`src/hw/rtl/cdfa_pkg.sv`:
```
`timescale 1ns / 1ps
// ----------------------------------------------------------------------------
// Cell dipole field accumulator package
// Shared widths, constants, function codes and controller/datapath types.
// ----------------------------------------------------------------------------
package cdfa_pkg;

  localparam int FUNC_W = 2;
  localparam int MAG_W  = 32;
  localparam int VOL_W  = 24;
  localparam int TEN_W  = 32;
  localparam int OUT_W  = 48;
  localparam int SUM_W  = 64;
  localparam int SELF_W = 48;
  localparam int ACC_W  = 46;
  localparam int XM_W   = 53;
  localparam int DIV_BITS = 43;
  localparam int CNT_W  = 6;

  // Item function codes.
  localparam logic [FUNC_W-1:0] FUNC_START = 2'd0;
  localparam logic [FUNC_W-1:0] FUNC_NEIGH = 2'd1;
  localparam logic [FUNC_W-1:0] FUNC_END   = 2'd2;

  // round(8*pi/3 * 2^28) and round(0.927400915 * 2^32).
  localparam logic [31:0] SELF_K  = 32'd2248839617;
  localparam logic [31:0] SCALE_K = 32'd3983156600;

  localparam logic signed [SUM_W-1:0] CLAMP_POS = 64'sd1125899906842624;
  localparam logic signed [SUM_W-1:0] CLAMP_NEG = -64'sd1125899906842624;

  // Datapath operations issued by the controller.
  typedef enum logic [3:0] {
    DP_NOP,
    DP_CAPTURE,
    DP_SELF_MUL,
    DP_DIV_LOAD,
    DP_DIV_STEP,
    DP_SELF_WR,
    DP_NB_MUL,
    DP_NB_ACC,
    DP_NB_SAT,
    DP_SC_PREP,
    DP_SC_LO,
    DP_SC_HI,
    DP_SC_FIN
  } dp_op_t;

  typedef struct packed {
    dp_op_t     op;
    logic [1:0] comp;
    logic [1:0] col;
    logic       demag;
  } cdfa_cmd_t;

  typedef struct packed {
    logic div_last;
  } cdfa_sts_t;

endpackage

```
`src/hw/rtl/cdfa_ctrl.sv`:
```
`timescale 1ns / 1ps
// ----------------------------------------------------------------------------
// Cell dipole field accumulator controller
// Sequences the shared multiplier, divider and scaler and owns result valid.
// ----------------------------------------------------------------------------
module cdfa_ctrl (
  input  logic                        clk,
  input  logic                        rst,
  input  logic                        in_valid,
  input  logic [cdfa_pkg::FUNC_W-1:0] in_func,
  output logic                        in_ready,
  input  logic                        out_ready,
  output logic                        out_valid,
  output cdfa_pkg::cdfa_cmd_t         cmd,
  input  cdfa_pkg::cdfa_sts_t         sts
);

  typedef enum logic [12:0] {
    S_IDLE     = 13'b0000000000001,
    S_SELF_MUL = 13'b0000000000010,
    S_DIV_LOAD = 13'b0000000000100,
    S_DIV_STEP = 13'b0000000001000,
    S_SELF_WR  = 13'b0000000010000,
    S_NB_MUL   = 13'b0000000100000,
    S_NB_ACC   = 13'b0000001000000,
    S_NB_SAT   = 13'b0000010000000,
    S_END_WAIT = 13'b0000100000000,
    S_SC_PREP  = 13'b0001000000000,
    S_SC_LO    = 13'b0010000000000,
    S_SC_HI    = 13'b0100000000000,
    S_SC_FIN   = 13'b1000000000000
  } ctrl_state_t;

  ctrl_state_t state, state_next;
  logic [1:0]  comp, comp_next;
  logic [1:0]  col, col_next;
  logic        demag, demag_next;
  logic        out_valid_next;

  always_ff @(posedge clk) begin
    if (rst) begin
      state     <= S_IDLE;
      comp      <= 2'd0;
      col       <= 2'd0;
      demag     <= 1'b0;
      out_valid <= 1'b0;
    end else begin
      state     <= state_next;
      comp      <= comp_next;
      col       <= col_next;
      demag     <= demag_next;
      out_valid <= out_valid_next;
    end
  end

  always_comb begin
    state_next     = state;
    comp_next      = comp;
    col_next       = col;
    demag_next     = demag;
    out_valid_next = out_valid && !out_ready;
    in_ready       = (state == S_IDLE);
    cmd.op         = cdfa_pkg::DP_NOP;
    cmd.comp       = comp;
    cmd.col        = col;
    cmd.demag      = demag;
    case (state)
      S_IDLE: begin
        if (in_valid) begin
          cmd.op     = cdfa_pkg::DP_CAPTURE;
          comp_next  = 2'd0;
          col_next   = 2'd0;
          demag_next = 1'b0;
          case (in_func)
            cdfa_pkg::FUNC_START: state_next = S_SELF_MUL;
            cdfa_pkg::FUNC_NEIGH: state_next = S_NB_MUL;
            cdfa_pkg::FUNC_END:   state_next = S_END_WAIT;
            default:              state_next = S_IDLE;
          endcase
        end
      end
      S_SELF_MUL: begin
        cmd.op     = cdfa_pkg::DP_SELF_MUL;
        state_next = S_DIV_LOAD;
      end
      S_DIV_LOAD: begin
        cmd.op     = cdfa_pkg::DP_DIV_LOAD;
        state_next = S_DIV_STEP;
      end
      S_DIV_STEP: begin
        cmd.op = cdfa_pkg::DP_DIV_STEP;
        if (sts.div_last) begin
          state_next = S_SELF_WR;
        end
      end
      S_SELF_WR: begin
        cmd.op = cdfa_pkg::DP_SELF_WR;
        if (comp == 2'd2) begin
          state_next = S_IDLE;
        end else begin
          comp_next  = comp + 2'd1;
          state_next = S_SELF_MUL;
        end
      end
      S_NB_MUL: begin
        cmd.op     = cdfa_pkg::DP_NB_MUL;
        state_next = S_NB_ACC;
      end
      S_NB_ACC: begin
        cmd.op = cdfa_pkg::DP_NB_ACC;
        if (col == 2'd2) begin
          state_next = S_NB_SAT;
        end else begin
          col_next   = col + 2'd1;
          state_next = S_NB_MUL;
        end
      end
      S_NB_SAT: begin
        cmd.op   = cdfa_pkg::DP_NB_SAT;
        col_next = 2'd0;
        if (comp == 2'd2) begin
          state_next = S_IDLE;
        end else begin
          comp_next  = comp + 2'd1;
          state_next = S_NB_MUL;
        end
      end
      S_END_WAIT: begin
        if (!out_valid) begin
          state_next = S_SC_PREP;
        end
      end
      S_SC_PREP: begin
        cmd.op     = cdfa_pkg::DP_SC_PREP;
        state_next = S_SC_LO;
      end
      S_SC_LO: begin
        cmd.op     = cdfa_pkg::DP_SC_LO;
        state_next = S_SC_HI;
      end
      S_SC_HI: begin
        cmd.op     = cdfa_pkg::DP_SC_HI;
        state_next = S_SC_FIN;
      end
      S_SC_FIN: begin
        cmd.op = cdfa_pkg::DP_SC_FIN;
        if (comp == 2'd2) begin
          comp_next = 2'd0;
          if (demag) begin
            out_valid_next = 1'b1;
            state_next     = S_IDLE;
          end else begin
            demag_next = 1'b1;
            state_next = S_SC_PREP;
          end
        end else begin
          comp_next  = comp + 2'd1;
          state_next = S_SC_PREP;
        end
      end
      default: begin
        state_next = S_IDLE;
      end
    endcase
  end

  a_valid_from_fin: assert property (@(posedge clk) disable iff (rst)
    $rose(out_valid) |-> $past(state == S_SC_FIN))
    else $error("result valid raised outside the final scaling step");

  a_no_overwrite: assert property (@(posedge clk) disable iff (rst)
    (state == S_SC_PREP || state == S_SC_LO || state == S_SC_HI ||
     state == S_SC_FIN) |-> !out_valid)
    else $error("scaling while an earlier result is still held");

  a_index_range: assert property (@(posedge clk) disable iff (rst)
    (comp != 2'd3) && (col != 2'd3))
    else $error("component or column index out of range");

  a_div_exit: assert property (@(posedge clk) disable iff (rst)
    (state == S_DIV_STEP && sts.div_last) |=> (state == S_SELF_WR))
    else $error("divider finished without writing the self term");

endmodule

```
`config.mk`:
```
export PLATFORM = sky130hd
export DESIGN_NAME = cdfa_ctrl
export DESIGN_NICKNAME = d
export VERILOG_FILES = /design/src/hw/rtl/cdfa_pkg.sv /design/src/hw/rtl/cdfa_ctrl.sv
export SDC_FILE = /design/constraint.sdc
export NUM_CORES = 1
export LEC_CHECK = 0
export BUFFER_PORTS_ARGS = -buffer_cell sky130_fd_sc_hd__buf_2
export CORE_MARGIN = 1.5
export CORE_UTILIZATION = 44
export DETAILED_ROUTE_END_ITERATION = 8
export PLACE_DENSITY = 0.75
export SYNTH_ARGS = -nofsm -noshare
export SYNTH_HDL_FRONTEND = slang
export SYNTH_SLANG_ARGS = --single-unit
```
`constraint.sdc`:
```
create_clock -name clk -period 5.6 [get_ports clk]
set_input_delay 1.12 -clock clk [delete_from_list [all_inputs] [get_ports clk]]
set_output_delay 1.12 -clock clk [all_outputs]
set_load 0.01 [all_outputs]
```
==> flow_metrics.env, run 1 <==
export IMPL_synthTopCellsByArea="dfxtp_1 (31%), nor2_1 (4.5%), ha_1 (4.0%)"
export IMPL_worstMarginPinSlew_ps=632
export IMPL_relSlewSlack_pct=57.5
export IMPL_drv_cap=0
export IMPL_fmax_mhz=308
export IMPL_dp_slack_ps=2760
export IMPL_dpl_hpwl_um=2280
export IMPL_hold_path_class="flop to flop"
export IMPL_yosysUniqueCellTypes=45
export IMPL_crit_required_ps=4480
export IMPL_synth_edf_count=0
export IMPL_drc_errors=0
export IMPL_grt_pass1_vias=1089
export IMPL_dieArea_um2=3160
export IMPL_clock_sinks=19
export IMPL_clock_latency_ps=300
export IMPL_root_buffer="clkbuf_4"
export IMPL_io_buffer_count=17
export IMPL_grt_first_pass_wirelength_um=5040
export IMPL_synth_nets=165
export IMPL_clockBufferDepth=2
export IMPL_antenna_found_initial=0
export IMPL_endpoint_kind="output port"
export IMPL_cts_repair_resized=0
export IMPL_grt_overflow=0
export IMPL_post_route_period_util_pct=58.0
export IMPL_syn_cell_area_um2=1240
export IMPL_synth_seq_cells=19
export IMPL_ios=18
export IMPL_wl_um=2940
export IMPL_finalClockSkew_ps=5.21
export IMPL_core_area_um2=2710
export IMPL_crit_path_max_fanout=8
export IMPL_arrival_ps=2130
export IMPL_rows=19
export IMPL_status="complete, no violations"
export IMPL_place_area_um2=1320
export IMPL_postSynthAreaPerCell_um2=8.08
export IMPL_yosysTopAreaCell="dfxtp_1"
export IMPL_cts_made_buffers=3
export IMPL_synth_ff_type="dfxtp_1"
export IMPL_worst_slack_ps=2350
export IMPL_vias=1164
export IMPL_postCtsSetupRepairBufs=0
export IMPL_p_leak_nw=0.495
export IMPL_routedWlPerCell_um=14.8
export IMPL_ys_top_cells_by_count="dfxtp_1 (19), nor2_1 (15), nand2_1 (10)"
export IMPL_hold_violations=0
export IMPL_drt_antenna_violating_nets=0
export IMPL_seq_area_frac_synth_pct=30.6
export IMPL_drive_above_1_share_pct=18.0
export IMPL_viasPerCell=5.88
export IMPL_setup_viol_count_final=0
export IMPL_final_min_clock_period_ps=3250
export IMPL_fillers=275
export IMPL_finalNetCount=179
export IMPL_path_clk_slew_ps=110
export IMPL_grt_max_degree=11
export IMPL_cts_htree_levels=1
export IMPL_timing_final_max_slew_violations=0
export IMPL_cp_start_kind="flop"
export IMPL_rsz0062_at_grt="false"
export IMPL_diodes=0
export IMPL_ir_drop_uv=126
export IMPL_drt_iter0_drc=53
export IMPL_syn_inst=154
export IMPL_yosysMostFrequentCell="dfxtp_1"
export IMPL_first_pass_iters=4
export IMPL_crit_type="flop to output port"
export IMPL_yosysWarnings=0
export IMPL_syn_to_final_growth_pct=8.34
export IMPL_start_util_pct=45.9
export IMPL_async_reset_ff_share_pct=0
export IMPL_die_w_um=56.2
export IMPL_final_area_um2=1350
export IMPL_finalSetupTns_ps=0
export IMPL_yosysTopAreaCellShare_pct=30.6
export IMPL_cts_tree="done"
export IMPL_die_y_um=56.2
export IMPL_cts_hold_buf=0
export IMPL_place_congestion=0.889
export IMPL_track_usage_pct=20.0
export IMPL_powerDensity_nw_per_um2=213
[critical path: stages, from the launching register on]
cell      delay, ps
dfxtp_1         390
nor4_2          600
and3_1          270
nand4b_1        230
o211ai_1        170
buf_2           160
[power breakdown]
group          switching (mW)  internal (mW)  total (mW)
Combinational          0.0430         0.0287      0.0717
Clock                  0.0426         0.0278      0.0704
Sequential            0.00527          0.139       0.145
[through the flow]
step,hold slack (ps),instances,util [%],power (mW)
6_report,506,198,49.8,0.287
4_1_cts,511,198,49.8,0.288
3_5_place_dp,494,194,48.8,0.218
5_1_grt,560,198,49.8,0.304
2_1_floorplan,484,154,-,0.200
3_3_place_gp,483,194,48.8,0.216
[state kept, by name, summed over array words and instances (netlist names)]
register	count
state	13
col	2
comp	2
demag	1
out_valid	1
[kinds of logic (layout without fill, tap and decap cells)]
group,count (synthesis),after routing,share of synthesized area [%]
flip-flops,19,19,30.6
AO/OA/AOI/OAI,28,28,15.8
buffers and inverters,15,28,5.83
XOR/XNOR,6,6,4.22
adder cells (fa/ha/maj),4,4,4.02
AND/OR/NAND/NOR,82,82,39.6
[final timing paths]
path	start	slack, ps	to	depth (start not counted)
worst max-delay path	state[1]$_SDFFE_PP0P_	2350	cmd[8]	5
worst min-delay path	out_valid$_SDFF_PP0_	510	out_valid$_SDFF_PP0_	2
worst max register to register	state[5]$_SDFFE_PP0P_	3460	state[1]$_SDFFE_PP0P_	5
worst min register to register	out_valid$_SDFF_PP0_	510	out_valid$_SDFF_PP0_	2
[per-layer routing]
layer	wire length, um	GRT usage, %	vias to the layer above
met5	0	0	-
met4	42	6.12	0
met3	159	2.56	5
met2	1360	31.8	35
met1	1370	28.1	530
li1	-	-	594
[placed cells by master, fill, tap and decap left out, types with 2 or more instances in the layout]
| master | n |
|---|---|
| a21o_1 | 2 |
| a21oi_1 | 9 |
| a221oi_1 | 2 |
| a31oi_1 | 3 |
| and4_1 | 2 |
| buf_2 | 17 |
| clkbuf_4 | 3 |
| dfxtp_1 | 19 |
| ha_1 | 4 |
| inv_1 | 7 |
| nand2_1 | 10 |
| nand2b_1 | 8 |
| nand3_1 | 7 |
| nand4_1 | 8 |
| nor2_1 | 15 |
| nor2b_1 | 4 |
| nor3_1 | 4 |
| nor4_1 | 5 |
| nor4_2 | 2 |
| o211ai_1 | 2 |
| o21a_1 | 2 |
| o31ai_1 | 2 |
| or2_2 | 2 |
| or3_1 | 4 |
| or3_4 | 2 |
| xnor2_1 | 4 |
| xor2_1 | 2 |
[area by class of cell]
cell class,count,area (um^2),area share [%]
Clock buffer,4,26.3,1.95
Inverter,7,26.3,1.95
Multi-Input combinational cell,120,792,58.7
Sequential cell,19,380,28.2
Tap cell,31,38.8,2.88
Timing Repair Buffer,17,85.1,6.31
Note: power is estimated with default switching activity, not from simulation.
==> inputs of run 2 (changes only) <==
--- a/config.mk
+++ b/config.mk
@@ -5,11 +5,12 @@
 export SDC_FILE = /design/constraint.sdc
 export NUM_CORES = 1
 export LEC_CHECK = 0
+export ABC_AREA = 1
 export BUFFER_PORTS_ARGS = -buffer_cell sky130_fd_sc_hd__buf_2
 export CORE_MARGIN = 1.5
 export CORE_UTILIZATION = 44
 export DETAILED_ROUTE_END_ITERATION = 8
-export PLACE_DENSITY = 0.75
+export PLACE_DENSITY = 0.77
 export SYNTH_ARGS = -nofsm -noshare
 export SYNTH_HDL_FRONTEND = slang
 export SYNTH_SLANG_ARGS = --single-unit
==> constraint.sdc (replaced) <==
create_clock -name clk -period 2.8 [get_ports clk]
set_input_delay 0.56 -clock clk [delete_from_list [all_inputs] [get_ports clk]]
set_output_delay 0.56 -clock clk [all_outputs]
set_load 0.01 [all_outputs]
==> flow_metrics.env, run 2 <==
export IMPL_root_buffer="clkbuf_4"
export IMPL_ys_top_cells_by_count="nand2_1 (44), nor2_1 (23), inv_1 (20)"
export IMPL_crit_buf_inv=1
export IMPL_finalNetCount=220
export IMPL_yosysTopAreaCell="dfxtp_1"
export IMPL_die_y_um=58.0
export IMPL_die_w_um=58.0
export IMPL_postSynthAreaPerCell_um2=7.00
export IMPL_drive_above_1_share_pct=27.9
export IMPL_synth_seq_cells=19
export IMPL_async_reset_ff_share_pct=0
export IMPL_grt_max_degree=13
export IMPL_worst_slack_ps=646
export IMPL_syn_to_final_growth_pct=9.03
export IMPL_largest_register_ffs=13
export IMPL_hold_violations=0
export IMPL_grt_first_pass_wirelength_um=4760
export IMPL_dieArea_um2=3360
export IMPL_drv_cap=0
export IMPL_synth_edf_count=0
export IMPL_core_area_um2=2810
export IMPL_clockBufferDepth=2
export IMPL_final_cell_mix="nand2_1 (44), nor2_1 (23), inv_1 (20), dfxtp_1 (19), buf_2 (17)"
export IMPL_yosysWarnings=0
export IMPL_endpoint_kind="output port"
export IMPL_synth_xor_xnor_area_share_pct=0
export IMPL_synth_top_family_by_area="simple AND/OR/NAND/NOR gates"
export IMPL_dpl_hpwl_um=2250
export IMPL_syn_cell_area_um2=1330
export IMPL_cp_startpoint="state[0]$_SDFFE_PP1P_"
export IMPL_dp_slack_ps=1000
export IMPL_fmax_mhz=464
export IMPL_cts_made_buffers=3
export IMPL_clock_sinks=19
export IMPL_drt_antenna_violating_nets=0
export IMPL_crit_path_max_fanout=7
export IMPL_synthAdderAreaFrac_pct=3.76
export IMPL_layout_commonest_cell="nand2_1"
export IMPL_io_buffer_count=17
export IMPL_clock_latency_ps=300
export IMPL_cts_tree="done"
export IMPL_crit_type="flop to output port"
export IMPL_worstMarginPinSlew_ps=356
export IMPL_yosysTopAreaCellShare_pct=28.6
export IMPL_rows=19
export IMPL_wl_um=2780
export IMPL_setup_viol_count_final=0
export IMPL_timing_final_max_slew_violations=0
export IMPL_grt_pass1_vias=1101
export IMPL_track_usage_pct=18.1
export IMPL_hp_start="col[1]$_SDFFE_PP0P_"
export IMPL_place_congestion=0.844
export IMPL_synthMuxAreaShare_pct=0
export IMPL_diodes=0
export IMPL_syn_inst=190
export IMPL_cpPeakStageDelay_ps=340
export IMPL_post_route_period_util_pct=76.9
export IMPL_grt_overflow=0
export IMPL_ios=18
export IMPL_drt_iter0_drc=32
export IMPL_antenna_found_initial=0
export IMPL_registers_top_by_ff_count="state"
export IMPL_postCtsSetupRepairBufs=0
export IMPL_routedWlPerCell_um=11.6
export IMPL_first_pass_iters=4
export IMPL_synth_compound_area_share_pct=8.94
export IMPL_start_util_pct=47.4
export IMPL_crit_family="simple AND/OR/NAND/NOR gates"
export IMPL_cts_hold_buf=0
export IMPL_seq_area_frac_synth_pct=28.6
export IMPL_cts_htree_levels=1
export IMPL_finalClockSkew_ps=0.572
export IMPL_drc_errors=0
export IMPL_cp_start_kind="flop"
export IMPL_powerDensity_nw_per_um2=607
export IMPL_path_clk_slew_ps=110
export IMPL_arrival_ps=1590
export IMPL_p_leak_nw=0.750
export IMPL_largestRegisters="state (13), col (2), comp (2)"
export IMPL_yosys_area_share_simple_pct=48.2
export IMPL_synth_nets=201
export IMPL_ir_drop_uv=331
export IMPL_crit_required_ps=2240
export IMPL_vias=1225
export IMPL_synth_ff_type="dfxtp_1"
export IMPL_viasPerCell=5.13
export IMPL_status="complete, no violations"
export IMPL_synthTopCellsByArea="dfxtp_1 (29%), nand2_1 (12%), nor2_1 (6.5%)"
export IMPL_rsz0062_at_grt="false"
export IMPL_cpMaxStageDelayCell="dfxtp_1"
export IMPL_relSlewSlack_pct=76.2
export IMPL_finalSetupTns_ps=0
export IMPL_yosysMostFrequentCell="nand2_1"
export IMPL_cts_repair_resized=0
export IMPL_r2r_start="state[0]$_SDFFE_PP1P_"
export IMPL_worstPathCellList="nor2_2 -> nand2_4 -> nor2_2 -> nand2_4 -> nand2_1 -> a21oi_1 -> nand4_1 -> buf_2"
export IMPL_final_min_clock_period_ps=2150
export IMPL_hold_path_class="flop to flop"
export IMPL_yosysUniqueCellTypes=32
## run 2: cell count changes after synthesis, sizes merged, moves of 4 or more
cell / previous run / this run
nor3: 5 / 11
nor2b: 4 / 0
nand4: 8 / 3
o21ai: 0 / 7
nand3: 8 / 13
nand2b: 8 / 0
nand2: 10 / 56
inv: 7 / 26
xnor2: 4 / 0
nor4: 7 / 0
nor2: 15 / 34
or3: 6 / 0
## run 2: layout make-up
cell class / instances / area, um^2
Inverter: 27 / 109
Clock inverter: 1 / 5.00
Multi-Input combinational cell: 141 / 810
Fill cell: 301 / 1360
Sequential cell: 19 / 380
Clock buffer: 3 / 22.5
Tap cell: 31 / 38.8
Timing Repair Buffer: 17 / 85.1
## run 2: per-stage QoR
step	hold slack, ps	util [%]	cells	power (mW)	instance area, um^2
final	490	51.7	239	0.880	1450
after detailed placement	484	50.7	235	0.741	1420
after global placement	479	50.7	235	0.737	1420
after floorplan	488	-	190	0.657	1330
after global routing	520	51.7	239	0.944	1450
after CTS	490	51.7	239	0.883	1450
## run 2: report_power, final
group	total, mW	internal (mW)	switching (mW)
logic	0.423	0.139	0.284
clock network	0.144	0.0533	0.0908
registers	0.313	0.294	0.0195
## run 2: kinds of logic (layout without fill, tap and decap cells)
kind of cell | count (synthesis) | in the layout
simple gates | 119 | 119
buf+inv | 30 | 48
flops | 19 | 19
compound gates | 18 | 18
fa+ha+maj | 4 | 4
## run 2: path summary, 6_finish.rpt
path | slack [ps] | end | cells after the start
max | 650 | cmd[5] | 8
min | 490 | col[1]$_SDFFE_PP0P_ | 2
max reg2reg | 1230 | state[1]$_SDFFE_PP0P_ | 8
min reg2reg | 490 | col[1]$_SDFFE_PP0P_ | 2
## run 2: worst reg2reg max path: stages, from the launching register on
cell and delay (ps):
dfxtp_1 340, nor2_2 200, nand2_4 110, nor3_2 340, nand2_2 130, nand3_4 150, inv_4 70, nand3_1 80
inv_1 60
## run 2: metal layers
metal / part of all wire, % / track usage (%) / wire (um) / vias to the layer above
met4: 2.1 / 7.64 / 59 / 0
met3: 6.0 / 4.46 / 166 / 7
met1: 49 / 24.7 / 1350 / 544
met2: 43 / 27.1 / 1190 / 34
li1: - / - / - / 640
met5: 0 / 0 / 0 / -
